--- src/hdl/rpn_pkg.sv ---
// ----------------------------------------------------------------------------
// rpn_pkg
// Shared constants, opcode and status codes, payload structs and the
// controller/datapath command and status structs of the RPN evaluator.
// ----------------------------------------------------------------------------
package rpn_pkg;

    localparam int STACK_DEPTH = 16;
    localparam int MAX_RESULTS = 16;
    localparam int DATA_W      = 32;
    localparam int FRAC_W      = 16;
    localparam int PTR_W       = $clog2(STACK_DEPTH);
    localparam int CNT_W       = $clog2(STACK_DEPTH + 1);
    localparam int OUT_CNT_W   = 5;
    localparam int DIVD_W      = DATA_W + FRAC_W;
    localparam int DIV_CNT_W   = $clog2(DIVD_W);

    localparam logic [DATA_W-1:0] SAT_MAX = {1'b0, {(DATA_W-1){1'b1}}};
    localparam logic [DATA_W-1:0] SAT_MIN = {1'b1, {(DATA_W-1){1'b0}}};

    // opcodes
    localparam logic [2:0] OP_PUSH = 3'd0;
    localparam logic [2:0] OP_ADD  = 3'd1;
    localparam logic [2:0] OP_SUB  = 3'd2;
    localparam logic [2:0] OP_MUL  = 3'd3;
    localparam logic [2:0] OP_DIV  = 3'd4;
    localparam logic [2:0] OP_DUMP = 3'd5;
    localparam logic [2:0] OP_END  = 3'd6;

    // result status codes
    localparam logic [2:0] ST_OK   = 3'd0;
    localparam logic [2:0] ST_FEW  = 3'd1;
    localparam logic [2:0] ST_FULL = 3'd2;
    localparam logic [2:0] ST_DIV0 = 3'd3;
    localparam logic [2:0] ST_LEFT = 3'd4;
    localparam logic [2:0] ST_SAT  = 3'd5;

    // result register sources
    localparam logic [2:0] RES_ZERO   = 3'd0;
    localparam logic [2:0] RES_PV     = 3'd1;
    localparam logic [2:0] RES_RAM    = 3'd2;
    localparam logic [2:0] RES_ADDSUB = 3'd3;
    localparam logic [2:0] RES_MUL    = 3'd4;
    localparam logic [2:0] RES_DIV    = 3'd5;
    localparam logic [2:0] RES_DIV0   = 3'd6;

    // stack read address selects
    localparam logic [1:0] RD_TOP    = 2'd0;
    localparam logic [1:0] RD_SECOND = 2'd1;
    localparam logic [1:0] RD_START  = 2'd2;
    localparam logic [1:0] RD_NEXT   = 2'd3;

    typedef struct packed {
        logic        [2:0]        opcode;
        logic signed [DATA_W-1:0] push_value;
    } t_in_item;

    typedef struct packed {
        logic        [2:0]           status;
        logic signed [DATA_W-1:0]    value;
        logic        [OUT_CNT_W-1:0] stack_count;
        logic                        last;
    } t_out_item;

    typedef struct packed {
        logic       accept;
        logic       ram_re;
        logic [1:0] rd_sel;
        logic       wr_push;
        logic       wr_res;
        logic       depth_sub2;
        logic       depth_clear;
        logic       ld_b;
        logic       ld_a;
        logic       mul_ld;
        logic       div_start;
        logic       res_ld;
        logic [2:0] res_src;
        logic [2:0] res_status;
        logic       idx_init;
        logic       idx_inc;
        logic       out_ld;
        logic       out_from_ram;
        logic       out_last;
    } t_dp_cmd;

    typedef struct packed {
        logic [2:0] opcode;
        logic       empty;
        logic       few;
        logic       full;
        logic       dump_last;
        logic       b_zero;
        logic       div_done;
        logic       out_free;
    } t_dp_stat;

endpackage

--- src/hdl/rpn_ram.sv ---
// ----------------------------------------------------------------------------
// rpn_ram
// Generic single write port, single read port RAM with registered read.
// ----------------------------------------------------------------------------
module rpn_ram #(
    parameter int WIDTH = 32,
    parameter int DEPTH = 16
) (
    input  logic                     i_clk,
    input  logic                     i_we,
    input  logic [$clog2(DEPTH)-1:0] i_waddr,
    input  logic [WIDTH-1:0]         i_wdata,
    input  logic                     i_re,
    input  logic [$clog2(DEPTH)-1:0] i_raddr,
    output logic [WIDTH-1:0]         o_rdata
);

    logic [WIDTH-1:0] r_mem [DEPTH];
    logic [WIDTH-1:0] r_rdata;

    always_ff @(posedge i_clk) begin
        if (i_we) begin
            r_mem[i_waddr] <= i_wdata;
        end
        if (i_re) begin
            r_rdata <= r_mem[i_raddr];
        end
    end

    assign o_rdata = r_rdata;

endmodule

--- src/hdl/rpn_div.sv ---
// ----------------------------------------------------------------------------
// rpn_div
// Restoring unsigned divider, one quotient bit per cycle over the
// shifted Q16.16 dividend magnitude.
// ----------------------------------------------------------------------------
module rpn_div (
    input  logic                      i_clk,
    input  logic                      i_rst_n,
    input  logic                      i_start,
    input  logic [rpn_pkg::DIVD_W-1:0] i_dividend,
    input  logic [rpn_pkg::DATA_W-1:0] i_divisor,
    output logic                      o_done,
    output logic [rpn_pkg::DIVD_W-1:0] o_quotient
);
    import rpn_pkg::*;

    logic                 r_busy;
    logic                 r_done;
    logic [DIV_CNT_W-1:0] r_cnt;
    logic [DATA_W-1:0]    r_rem;
    logic [DIVD_W-1:0]    r_quo;
    logic [DATA_W-1:0]    r_div;

    logic [DATA_W:0]      w_shift;
    logic [DATA_W:0]      w_diff;
    logic                 w_ge;

    always_comb begin
        w_shift = {r_rem, r_quo[DIVD_W-1]};
        w_ge    = w_shift >= {1'b0, r_div};
        w_diff  = w_shift - {1'b0, r_div};
    end

    always_ff @(posedge i_clk) begin
        if (!i_rst_n) begin
            r_busy <= 1'b0;
            r_done <= 1'b0;
            r_cnt  <= '0;
        end else begin
            r_done <= 1'b0;
            if (i_start) begin
                r_busy <= 1'b1;
                r_cnt  <= DIV_CNT_W'(DIVD_W - 1);
            end else if (r_busy) begin
                if (r_cnt == '0) begin
                    r_busy <= 1'b0;
                    r_done <= 1'b1;
                end else begin
                    r_cnt <= r_cnt - 1'b1;
                end
            end
        end
    end

    // quotient bits shift in as dividend bits shift out
    always_ff @(posedge i_clk) begin
        if (i_start) begin
            r_rem <= '0;
            r_quo <= i_dividend;
            r_div <= i_divisor;
        end else if (r_busy) begin
            r_rem <= w_ge ? w_diff[DATA_W-1:0] : w_shift[DATA_W-1:0];
            r_quo <= {r_quo[DIVD_W-2:0], w_ge};
        end
    end

    assign o_done     = r_done;
    assign o_quotient = r_quo;

endmodule

--- src/hdl/rpn_dp.sv ---
// ----------------------------------------------------------------------------
// rpn_dp
// Datapath: operand stack RAM, depth and dump index, operand registers,
// add/sub, multiplier, divider, result register and output register.
// ----------------------------------------------------------------------------
module rpn_dp (
    input  logic                i_clk,
    input  logic                i_rst_n,
    input  rpn_pkg::t_in_item   i_item,
    input  rpn_pkg::t_dp_cmd    i_cmd,
    output rpn_pkg::t_dp_stat   o_stat,
    output logic                o_valid,
    input  logic                i_ready,
    output rpn_pkg::t_out_item  o_item
);
    import rpn_pkg::*;

    logic [2:0]               r_op;
    logic [DATA_W-1:0]        r_pv;
    logic [CNT_W-1:0]         r_depth;
    logic [PTR_W-1:0]         r_idx;
    logic signed [DATA_W-1:0] r_a;
    logic signed [DATA_W-1:0] r_b;
    logic signed [2*DATA_W-1:0] r_prod;
    logic [DATA_W-1:0]        r_res;
    logic [2:0]               r_res_status;
    t_out_item                r_out;
    logic                     r_out_valid;

    logic [DATA_W-1:0]        w_rdata;
    logic [PTR_W-1:0]         w_raddr;
    logic [PTR_W-1:0]         w_start;
    logic                     w_we;
    logic [DATA_W-1:0]        w_wdata;

    logic [DATA_W:0]          w_sum;
    logic                     w_sum_sat;
    logic                     w_mul_fit;
    logic [DATA_W-1:0]        w_a_u;
    logic [DATA_W-1:0]        w_b_u;
    logic [DATA_W-1:0]        w_a_mag;
    logic [DATA_W-1:0]        w_b_mag;
    logic                     w_q_neg;
    logic [DIVD_W-1:0]        w_quot;
    logic                     w_div_done;
    logic                     w_div_sat;
    logic [DATA_W-1:0]        w_res_val;
    logic [2:0]               w_res_st;

    // dump starts at the lowest entry that fits in one burst of results
    always_comb begin
        if (int'(r_depth) > MAX_RESULTS) begin
            w_start = PTR_W'(r_depth - CNT_W'(MAX_RESULTS));
        end else begin
            w_start = '0;
        end
    end

    always_comb begin
        unique case (i_cmd.rd_sel)
            RD_TOP:    w_raddr = PTR_W'(r_depth - CNT_W'(1));
            RD_SECOND: w_raddr = PTR_W'(r_depth - CNT_W'(2));
            RD_START:  w_raddr = w_start;
            RD_NEXT:   w_raddr = r_idx + 1'b1;
        endcase
    end

    assign w_we    = i_cmd.wr_push | i_cmd.wr_res;
    assign w_wdata = i_cmd.wr_push ? r_pv : r_res;

    rpn_ram #(
        .WIDTH (DATA_W),
        .DEPTH (STACK_DEPTH)
    ) u_stack (
        .i_clk   (i_clk),
        .i_we    (w_we),
        .i_waddr (PTR_W'(r_depth)),
        .i_wdata (w_wdata),
        .i_re    (i_cmd.ram_re),
        .i_raddr (w_raddr),
        .o_rdata (w_rdata)
    );

    // signed magnitudes for the divider
    always_comb begin
        w_a_u   = r_a;
        w_b_u   = r_b;
        w_a_mag = w_a_u[DATA_W-1] ? (~w_a_u + 1'b1) : w_a_u;
        w_b_mag = w_b_u[DATA_W-1] ? (~w_b_u + 1'b1) : w_b_u;
        w_q_neg = w_a_u[DATA_W-1] ^ w_b_u[DATA_W-1];
    end

    rpn_div u_div (
        .i_clk      (i_clk),
        .i_rst_n    (i_rst_n),
        .i_start    (i_cmd.div_start),
        .i_dividend ({w_a_mag, {FRAC_W{1'b0}}}),
        .i_divisor  (w_b_mag),
        .o_done     (w_div_done),
        .o_quotient (w_quot)
    );

    always_comb begin
        if (r_op == OP_SUB) begin
            w_sum = {r_a[DATA_W-1], r_a} - {r_b[DATA_W-1], r_b};
        end else begin
            w_sum = {r_a[DATA_W-1], r_a} + {r_b[DATA_W-1], r_b};
        end
        w_sum_sat = w_sum[DATA_W] != w_sum[DATA_W-1];
        // product >> 16 fits when the result sign and all bits above it agree
        w_mul_fit = (&r_prod[2*DATA_W-1:DATA_W+FRAC_W-1])
                  | ~(|r_prod[2*DATA_W-1:DATA_W+FRAC_W-1]);
        if (w_q_neg) begin
            w_div_sat = (|w_quot[DIVD_W-1:DATA_W])
                      | (w_quot[DATA_W-1] & (|w_quot[DATA_W-2:0]));
        end else begin
            w_div_sat = |w_quot[DIVD_W-1:DATA_W-1];
        end
    end

    always_comb begin
        w_res_st = i_cmd.res_status;
        unique case (i_cmd.res_src)
            RES_ZERO: begin
                w_res_val = '0;
            end
            RES_PV: begin
                w_res_val = r_pv;
            end
            RES_RAM: begin
                w_res_val = w_rdata;
            end
            RES_ADDSUB: begin
                w_res_st = w_sum_sat ? ST_SAT : ST_OK;
                if (w_sum_sat) begin
                    w_res_val = w_sum[DATA_W] ? SAT_MIN : SAT_MAX;
                end else begin
                    w_res_val = w_sum[DATA_W-1:0];
                end
            end
            RES_MUL: begin
                w_res_st = w_mul_fit ? ST_OK : ST_SAT;
                if (w_mul_fit) begin
                    w_res_val = r_prod[DATA_W+FRAC_W-1:FRAC_W];
                end else begin
                    w_res_val = r_prod[2*DATA_W-1] ? SAT_MIN : SAT_MAX;
                end
            end
            RES_DIV: begin
                w_res_st = w_div_sat ? ST_SAT : ST_OK;
                if (w_div_sat) begin
                    w_res_val = w_q_neg ? SAT_MIN : SAT_MAX;
                end else if (w_q_neg) begin
                    w_res_val = ~w_quot[DATA_W-1:0] + 1'b1;
                end else begin
                    w_res_val = w_quot[DATA_W-1:0];
                end
            end
            RES_DIV0: begin
                if (r_a[DATA_W-1]) begin
                    w_res_val = SAT_MIN;
                end else if (r_a != '0) begin
                    w_res_val = SAT_MAX;
                end else begin
                    w_res_val = '0;
                end
            end
            default: begin
                w_res_val = '0;
            end
        endcase
    end

    // control state
    always_ff @(posedge i_clk) begin
        if (!i_rst_n) begin
            r_depth     <= '0;
            r_out_valid <= 1'b0;
        end else begin
            priority if (i_cmd.depth_clear) begin
                r_depth <= '0;
            end else if (i_cmd.depth_sub2) begin
                r_depth <= r_depth - CNT_W'(2);
            end else if (w_we) begin
                r_depth <= r_depth + CNT_W'(1);
            end
            if (i_cmd.out_ld) begin
                r_out_valid <= 1'b1;
            end else if (i_ready) begin
                r_out_valid <= 1'b0;
            end
        end
    end

    // payload registers
    always_ff @(posedge i_clk) begin
        if (i_cmd.accept) begin
            r_op <= i_item.opcode;
            r_pv <= i_item.push_value;
        end
        if (i_cmd.idx_init) begin
            r_idx <= w_start;
        end else if (i_cmd.idx_inc) begin
            r_idx <= r_idx + 1'b1;
        end
        if (i_cmd.ld_b) begin
            r_b <= w_rdata;
        end
        if (i_cmd.ld_a) begin
            r_a <= w_rdata;
        end
        if (i_cmd.mul_ld) begin
            r_prod <= r_a * r_b;
        end
        if (i_cmd.res_ld) begin
            r_res        <= w_res_val;
            r_res_status <= w_res_st;
        end
        if (i_cmd.out_ld) begin
            r_out.status      <= i_cmd.out_from_ram ? ST_OK : r_res_status;
            r_out.value       <= i_cmd.out_from_ram ? w_rdata : r_res;
            r_out.stack_count <= OUT_CNT_W'(r_depth);
            r_out.last        <= i_cmd.out_last;
        end
    end

    always_comb begin
        o_stat.opcode    = r_op;
        o_stat.empty     = r_depth == '0;
        o_stat.few       = r_depth < CNT_W'(2);
        o_stat.full      = r_depth == CNT_W'(STACK_DEPTH);
        o_stat.dump_last = (CNT_W'(r_idx) + CNT_W'(1)) == r_depth;
        o_stat.b_zero    = r_b == '0;
        o_stat.div_done  = w_div_done;
        o_stat.out_free  = !r_out_valid || i_ready;
    end

    assign o_valid = r_out_valid;
    assign o_item  = r_out;

endmodule

--- src/hdl/rpn_ctrl.sv ---
// ----------------------------------------------------------------------------
// rpn_ctrl
// Controller state machine: decodes one token, sequences stack reads,
// the arithmetic units, the write-back and the result transactions.
// ----------------------------------------------------------------------------
module rpn_ctrl (
    input  logic              i_clk,
    input  logic              i_rst_n,
    input  logic              i_valid,
    output logic              o_ready,
    input  rpn_pkg::t_dp_stat i_stat,
    output rpn_pkg::t_dp_cmd  o_cmd
);
    import rpn_pkg::*;

    localparam logic [3:0] S_IDLE     = 4'd0;
    localparam logic [3:0] S_DISPATCH = 4'd1;
    localparam logic [3:0] S_RDTOP    = 4'd2;
    localparam logic [3:0] S_RDB      = 4'd3;
    localparam logic [3:0] S_RDA      = 4'd4;
    localparam logic [3:0] S_EXEC     = 4'd5;
    localparam logic [3:0] S_MULSAT   = 4'd6;
    localparam logic [3:0] S_DIVWAIT  = 4'd7;
    localparam logic [3:0] S_WRITE    = 4'd8;
    localparam logic [3:0] S_EMIT     = 4'd9;
    localparam logic [3:0] S_DUMP     = 4'd10;

    logic [3:0] r_state;
    logic [3:0] n_state;

    always_ff @(posedge i_clk) begin
        if (!i_rst_n) begin
            r_state <= S_IDLE;
        end else begin
            r_state <= n_state;
        end
    end

    assign o_ready = r_state == S_IDLE;

    always_comb begin
        n_state = r_state;
        o_cmd   = '0;
        unique case (r_state)
            S_IDLE: begin
                if (i_valid) begin
                    o_cmd.accept = 1'b1;
                    n_state      = S_DISPATCH;
                end
            end
            S_DISPATCH: begin
                unique case (i_stat.opcode)
                    OP_PUSH: begin
                        if (i_stat.full) begin
                            o_cmd.ram_re = 1'b1;
                            o_cmd.rd_sel = RD_TOP;
                            n_state      = S_RDTOP;
                        end else begin
                            o_cmd.wr_push    = 1'b1;
                            o_cmd.res_ld     = 1'b1;
                            o_cmd.res_src    = RES_PV;
                            o_cmd.res_status = ST_OK;
                            n_state          = S_EMIT;
                        end
                    end
                    OP_ADD, OP_SUB, OP_MUL, OP_DIV: begin
                        if (i_stat.empty) begin
                            o_cmd.res_ld     = 1'b1;
                            o_cmd.res_src    = RES_ZERO;
                            o_cmd.res_status = ST_FEW;
                            n_state          = S_EMIT;
                        end else begin
                            o_cmd.ram_re = 1'b1;
                            o_cmd.rd_sel = RD_TOP;
                            n_state      = i_stat.few ? S_RDTOP : S_RDB;
                        end
                    end
                    OP_DUMP: begin
                        if (i_stat.empty) begin
                            o_cmd.res_ld     = 1'b1;
                            o_cmd.res_src    = RES_ZERO;
                            o_cmd.res_status = ST_OK;
                            n_state          = S_EMIT;
                        end else begin
                            o_cmd.idx_init = 1'b1;
                            o_cmd.ram_re   = 1'b1;
                            o_cmd.rd_sel   = RD_START;
                            n_state        = S_DUMP;
                        end
                    end
                    OP_END: begin
                        if (i_stat.empty) begin
                            o_cmd.res_ld     = 1'b1;
                            o_cmd.res_src    = RES_ZERO;
                            o_cmd.res_status = ST_OK;
                            n_state          = S_EMIT;
                        end else begin
                            o_cmd.ram_re = 1'b1;
                            o_cmd.rd_sel = RD_TOP;
                            n_state      = S_RDTOP;
                        end
                    end
                    default: begin
                        // unused opcode: no transaction
                        n_state = S_IDLE;
                    end
                endcase
            end
            S_RDTOP: begin
                o_cmd.res_ld  = 1'b1;
                o_cmd.res_src = RES_RAM;
                unique case (i_stat.opcode)
                    OP_PUSH: begin
                        o_cmd.res_status = ST_FULL;
                    end
                    OP_END: begin
                        o_cmd.res_status  = i_stat.few ? ST_OK : ST_LEFT;
                        o_cmd.depth_clear = 1'b1;
                    end
                    default: begin
                        o_cmd.res_status = ST_FEW;
                    end
                endcase
                n_state = S_EMIT;
            end
            S_RDB: begin
                o_cmd.ld_b   = 1'b1;
                o_cmd.ram_re = 1'b1;
                o_cmd.rd_sel = RD_SECOND;
                n_state      = S_RDA;
            end
            S_RDA: begin
                o_cmd.ld_a       = 1'b1;
                o_cmd.depth_sub2 = 1'b1;
                n_state          = S_EXEC;
            end
            S_EXEC: begin
                unique case (i_stat.opcode)
                    OP_MUL: begin
                        o_cmd.mul_ld = 1'b1;
                        n_state      = S_MULSAT;
                    end
                    OP_DIV: begin
                        if (i_stat.b_zero) begin
                            o_cmd.res_ld     = 1'b1;
                            o_cmd.res_src    = RES_DIV0;
                            o_cmd.res_status = ST_DIV0;
                            n_state          = S_WRITE;
                        end else begin
                            o_cmd.div_start = 1'b1;
                            n_state         = S_DIVWAIT;
                        end
                    end
                    default: begin
                        o_cmd.res_ld  = 1'b1;
                        o_cmd.res_src = RES_ADDSUB;
                        n_state       = S_WRITE;
                    end
                endcase
            end
            S_MULSAT: begin
                o_cmd.res_ld  = 1'b1;
                o_cmd.res_src = RES_MUL;
                n_state       = S_WRITE;
            end
            S_DIVWAIT: begin
                if (i_stat.div_done) begin
                    o_cmd.res_ld  = 1'b1;
                    o_cmd.res_src = RES_DIV;
                    n_state       = S_WRITE;
                end
            end
            S_WRITE: begin
                o_cmd.wr_res = 1'b1;
                n_state      = S_EMIT;
            end
            S_EMIT: begin
                if (i_stat.out_free) begin
                    o_cmd.out_ld   = 1'b1;
                    o_cmd.out_last = 1'b1;
                    n_state        = S_IDLE;
                end
            end
            S_DUMP: begin
                if (i_stat.out_free) begin
                    o_cmd.out_ld       = 1'b1;
                    o_cmd.out_from_ram = 1'b1;
                    o_cmd.out_last     = i_stat.dump_last;
                    if (i_stat.dump_last) begin
                        n_state = S_IDLE;
                    end else begin
                        // fetch the next entry while this one is taken
                        o_cmd.idx_inc = 1'b1;
                        o_cmd.ram_re  = 1'b1;
                        o_cmd.rd_sel  = RD_NEXT;
                    end
                end
            end
            default: begin
                n_state = S_IDLE;
            end
        endcase
    end

endmodule

--- src/hdl/rpn_stack_evaluator.sv ---
// Divide runs through the 48-step divider.
// Dump: one entry per cycle while taken.
// One token at a time: the next is taken once all results of this one are loaded.
// Synchronous active-low reset empties the stack and drops any pending result.
// ----------------------------------------------------------------------------
// rpn_stack_evaluator
// Reverse Polish evaluator over a bounded stack of signed Q16.16 values.
// ----------------------------------------------------------------------------
module rpn_stack_evaluator (
    input  logic               i_clk,
    input  logic               i_rst_n,
    input  logic               i_valid,
    output logic               o_ready,
    input  rpn_pkg::t_in_item  i_item,
    output logic               o_valid,
    input  logic               i_ready,
    output rpn_pkg::t_out_item o_item
);
    import rpn_pkg::*;

    t_dp_cmd  w_cmd;
    t_dp_stat w_stat;

    rpn_ctrl u_ctrl (
        .i_clk   (i_clk),
        .i_rst_n (i_rst_n),
        .i_valid (i_valid),
        .o_ready (o_ready),
        .i_stat  (w_stat),
        .o_cmd   (w_cmd)
    );

    rpn_dp u_dp (
        .i_clk   (i_clk),
        .i_rst_n (i_rst_n),
        .i_item  (i_item),
        .i_cmd   (w_cmd),
        .o_stat  (w_stat),
        .o_valid (o_valid),
        .i_ready (i_ready),
        .o_item  (o_item)
    );

endmodule

--- config.mk ---
export PLATFORM = sky130hd
export DESIGN_NAME = rpn_stack_evaluator
export DESIGN_NICKNAME = d
export VERILOG_FILES = /design/src/hdl/rpn_pkg.sv /design/src/hdl/rpn_ram.sv /design/src/hdl/rpn_div.sv /design/src/hdl/rpn_dp.sv /design/src/hdl/rpn_ctrl.sv /design/src/hdl/rpn_stack_evaluator.sv
export SDC_FILE = /design/constraint.sdc
export NUM_CORES = 2
export LEC_CHECK = 0
export BUFFER_PORTS_ARGS = -buffer_cell sky130_fd_sc_hd__buf_4
export CAP_MARGIN = 40
export CORE_UTILIZATION = 58
export DETAILED_ROUTE_END_ITERATION = 10
export PLACE_DENSITY = 0.79
export SLEW_MARGIN = 30
export SYNTH_ARGS = -nofsm -noshare
export SYNTH_HDL_FRONTEND = slang
export SYNTH_HIERARCHICAL = 1
export SYNTH_SLANG_ARGS = --single-unit
--- constraint.sdc ---
create_clock -name i_clk -period 8.2 [get_ports i_clk]
set_input_delay 0.41 -clock i_clk [delete_from_list [all_inputs] [get_ports i_clk]]
set_output_delay 0.41 -clock i_clk [all_outputs]
set_load 0.01 [all_outputs]
==> metrics.yaml <==
critical_path:
  reg2reg_slack_ns: 0.13
  end_kind: "flip-flop"
  worstPathArrival_ns: 8.58
  cp-startpoint: "u_dp/r_b[9]"
  slowest_delay_ns: 0.63
  crit_type: "flip-flop to flip-flop"
  crit_top_cell: "fa_1"
  cp_max_fo: 22
  crit_required_ns: 8.71
  r2r_start: "u_dp/r_b[9]"
  cp_slowest_cell: "fa_2"
  start_kind: "flip-flop"
  r2r_cells: 25
  reg2reg_to: "u_dp/r_prod[57]"
  worstSetupEndpoint: "u_dp/r_prod[57]"
clock_tree:
  cts_tree: "built"
  cts.clk_slew.worst_paths_ns: 0.06
  clk_path_buf_depth: 3
  clk_latency_ns: 0.76
  cts_buffers: 96
  clock_sinks: 901
  cts-root-buf: "clkbuf_16"
  cts_max_level: 3
logic_synthesis:
  yosysUniqueCellTypes: 104
  avgSynthCellArea_sq_um: 11.5
  ys_seq_area_frac: 0.344
  synth_top_cell_by_area: "edfxtp_1"
  synthDominantCellAreaShare: 0.331
  synth-seq-cells: 901
  synth_cells: 6701
  synth_area_leaders: "edfxtp_1, fa_1, inv_1, ha_1, and2_1"
  synth_flop_cell: "edfxtp_1"
  synth_edf_count: 851
  yosys_warnings: 6
  synthArstFlopShare: 0
  ys_top_cells_by_count: "fa_1, inv_1, edfxtp_1"
  yosysMostFrequentCell: "fa_1"
  synthesis.area_sq_mm: 0.0772
detailed_routing:
  drt-total-wl_microns: 213000
  drtIter0Drc: 5019
  vias: 52500
  first_pass_iters: 8
  wl_per_cell_microns: 24.8
  postRouteAntennaNets: 0
  drc_errors: 0
  vias_per_cell: 6.10
global_routing:
  grt_max_degree: 115
  track_usage: 0.324
  antenna_found_initial: 5
  grt_overflow: 0
  grt_pass1_vias: 55700
  grt_pass1_wl_microns: 330000
placement:
  gp_congestion: 0.958
  post_dp_cell_area_sq_mm: 0.0808
  post-place-ws_ns: 0.0728
  portBuffers: 81
  place_inst: 8379
  dpl.hpwl_microns: 153000
finish:
  ff_latch_area_sq_mm: 0.0266
  n_fill_cell: 9680
  stdcell_count: 8605
  multi_input_area_sq_mm: 0.0454
  stdcell_area_sq_mm: 0.0846
  area_growth_pct: 9.52
  drive_above_1_share: 0.118
  fin_nets: 8150
flow_run:
  cap_violations: 0
sta:
  tightest_slew_ns: 0.843
  final_hold_viol_count: 0
  final_max_slew_viol_count: 0
  setup_violations: 0
  period_needed_ns: 8.07
  slew_headroom: 0.438
  rsz0062_at_grt: "false"
  clock.fmax_mhz: 124
  finalSetupTns_ns: 0
  finalWorstSetupSlack_ns: 0.125
  clock_skew_ns: 0.0836
  post-route-period-util: 0.985
floorplan:
  die_h_microns: 367
  pin_count: 82
  start_util: 0.586
  row_count: 133
  coreArea_sq_mm: 0.132
  die-area_sq_mm: 0.135
  fp.dieW_microns: 367
hold_path:
  hp-class: "input port to flip-flop"
status:
  outcome: "complete, no violations"
[sequential cells by signal, summed over array words and instances, names as in the netlist, 4 cells and up]
| signal | flops |
|---|---|
| u_dp/u_div/r_cnt | 6 |
| u_dp/r_a | 32 |
| u_ctrl/r_state | 4 |
| u_dp/u_div/r_rem | 32 |
| u_dp/r_res | 32 |
| u_dp/r_prod | 48 |
| u_dp/r_depth | 5 |
| u_dp/u_stack/o_rdata | 32 |
| u_dp/u_div/r_div | 32 |
| u_dp/r_pv | 32 |
| u_dp/r_idx | 4 |
| u_dp/u_div/o_quotient | 48 |
| u_dp/r_b | 32 |
| u_dp/o_item | 41 |
| u_dp/u_stack/r_mem | 512 |
[layer usage]
| layer | GRT usage | wire [microns] | share of wire |
|---|---|---|---|
| met1 | 0.430 | 80000 | 0.38 |
| met2 | 0.528 | 102000 | 0.48 |
| met3 | 0.0698 | 22600 | 0.11 |
| met4 | 0.121 | 8590 | 0.040 |
| met5 | 0 | 72 | 0.00034 |
[critical path, delay by kind of cell, from the launching register on]
family	cells	cell delay, ns
flops	1	0.45
compound gates	10	1.95
buf+inv	5	0.75
simple gates	1	0.20
fa+ha+maj	9	4.55
[cells in the final DEF (no fill, tap or decap), types with 64 or more instances in the layout]
master     instances
fa_1            1080
edfxtp_1         851
a22oi_1           64
xor2_1            83
xnor2_1          165
and2_1           505
ha_1             257
mux4_2           128
nor2_1           167
buf_4            267
mux2_2           114
inv_1           1069
nand2_1          757
clkbuf_16         96
a21oi_1          206
o21ai_0          112
[kinds of logic after synthesis]
| kind of cell | count (synthesis) | share of synthesized area |
|---|---|---|
| multiplexers | 248 | 0.0548 |
| flip-flops | 901 | 0.344 |
| other | 1 | 0.0000486 |
| adder cells (fa/ha/maj) | 1340 | 0.322 |
| AO/OA/AOI/OAI | 744 | 0.0664 |
| buffers and inverters | 1456 | 0.0720 |
| XOR/XNOR | 248 | 0.0281 |
| AND/OR/NAND/NOR | 1763 | 0.112 |
[per-stage QoR]
step                hold slack [ns]  utilization
finish                        0.119        0.642
floorplan                     0.406            -
global placement              0.474        0.613
detailed placement            0.491        0.613
global route                  0.113        0.642
CTS                          0.0856        0.641
[cell type report]
class	count	area share
Clock inverter	62	0.00956
Tap cell	1755	0.0260
Multi-Input combinational cell	4359	0.537
Sequential cell	901	0.314
Inverter	1070	0.0475
Timing Repair Buffer	343	0.0368
Antenna cell	2	0.0000592
Clock buffer	113	0.0292
[worst min-delay path by stage]
stage                         start                   end  slack, ns  cells past startpoint
2_1_floorplan       u_dp/r_depth[4]        u_dp/o_item[5]       0.41                      0
3_3_place_gp   u_dp/u_div/r_rem[20]  u_dp/u_div/r_rem[20]       0.47                      2
3_5_place_dp    u_dp/u_div/r_rem[5]   u_dp/u_div/r_rem[6]       0.49                      2
4_1_cts                     i_rst_n          u_dp/o_valid       0.09                      2
5_1_grt                     i_rst_n          u_dp/o_valid       0.11                      2
6_report                    i_ready          u_dp/o_valid       0.12                      3
[repair_timing]
action,in CTS,in global routing
resized for setup,0,10
hold buffers,35,0
endpoints found under the setup margin,0,12
endpoints found under the hold margin,35,0
setup buffers,0,9
Power is left out: the tool's default activity adds up to more than one toggle a clock period on the data nets, which glitch-free logic cannot reach.
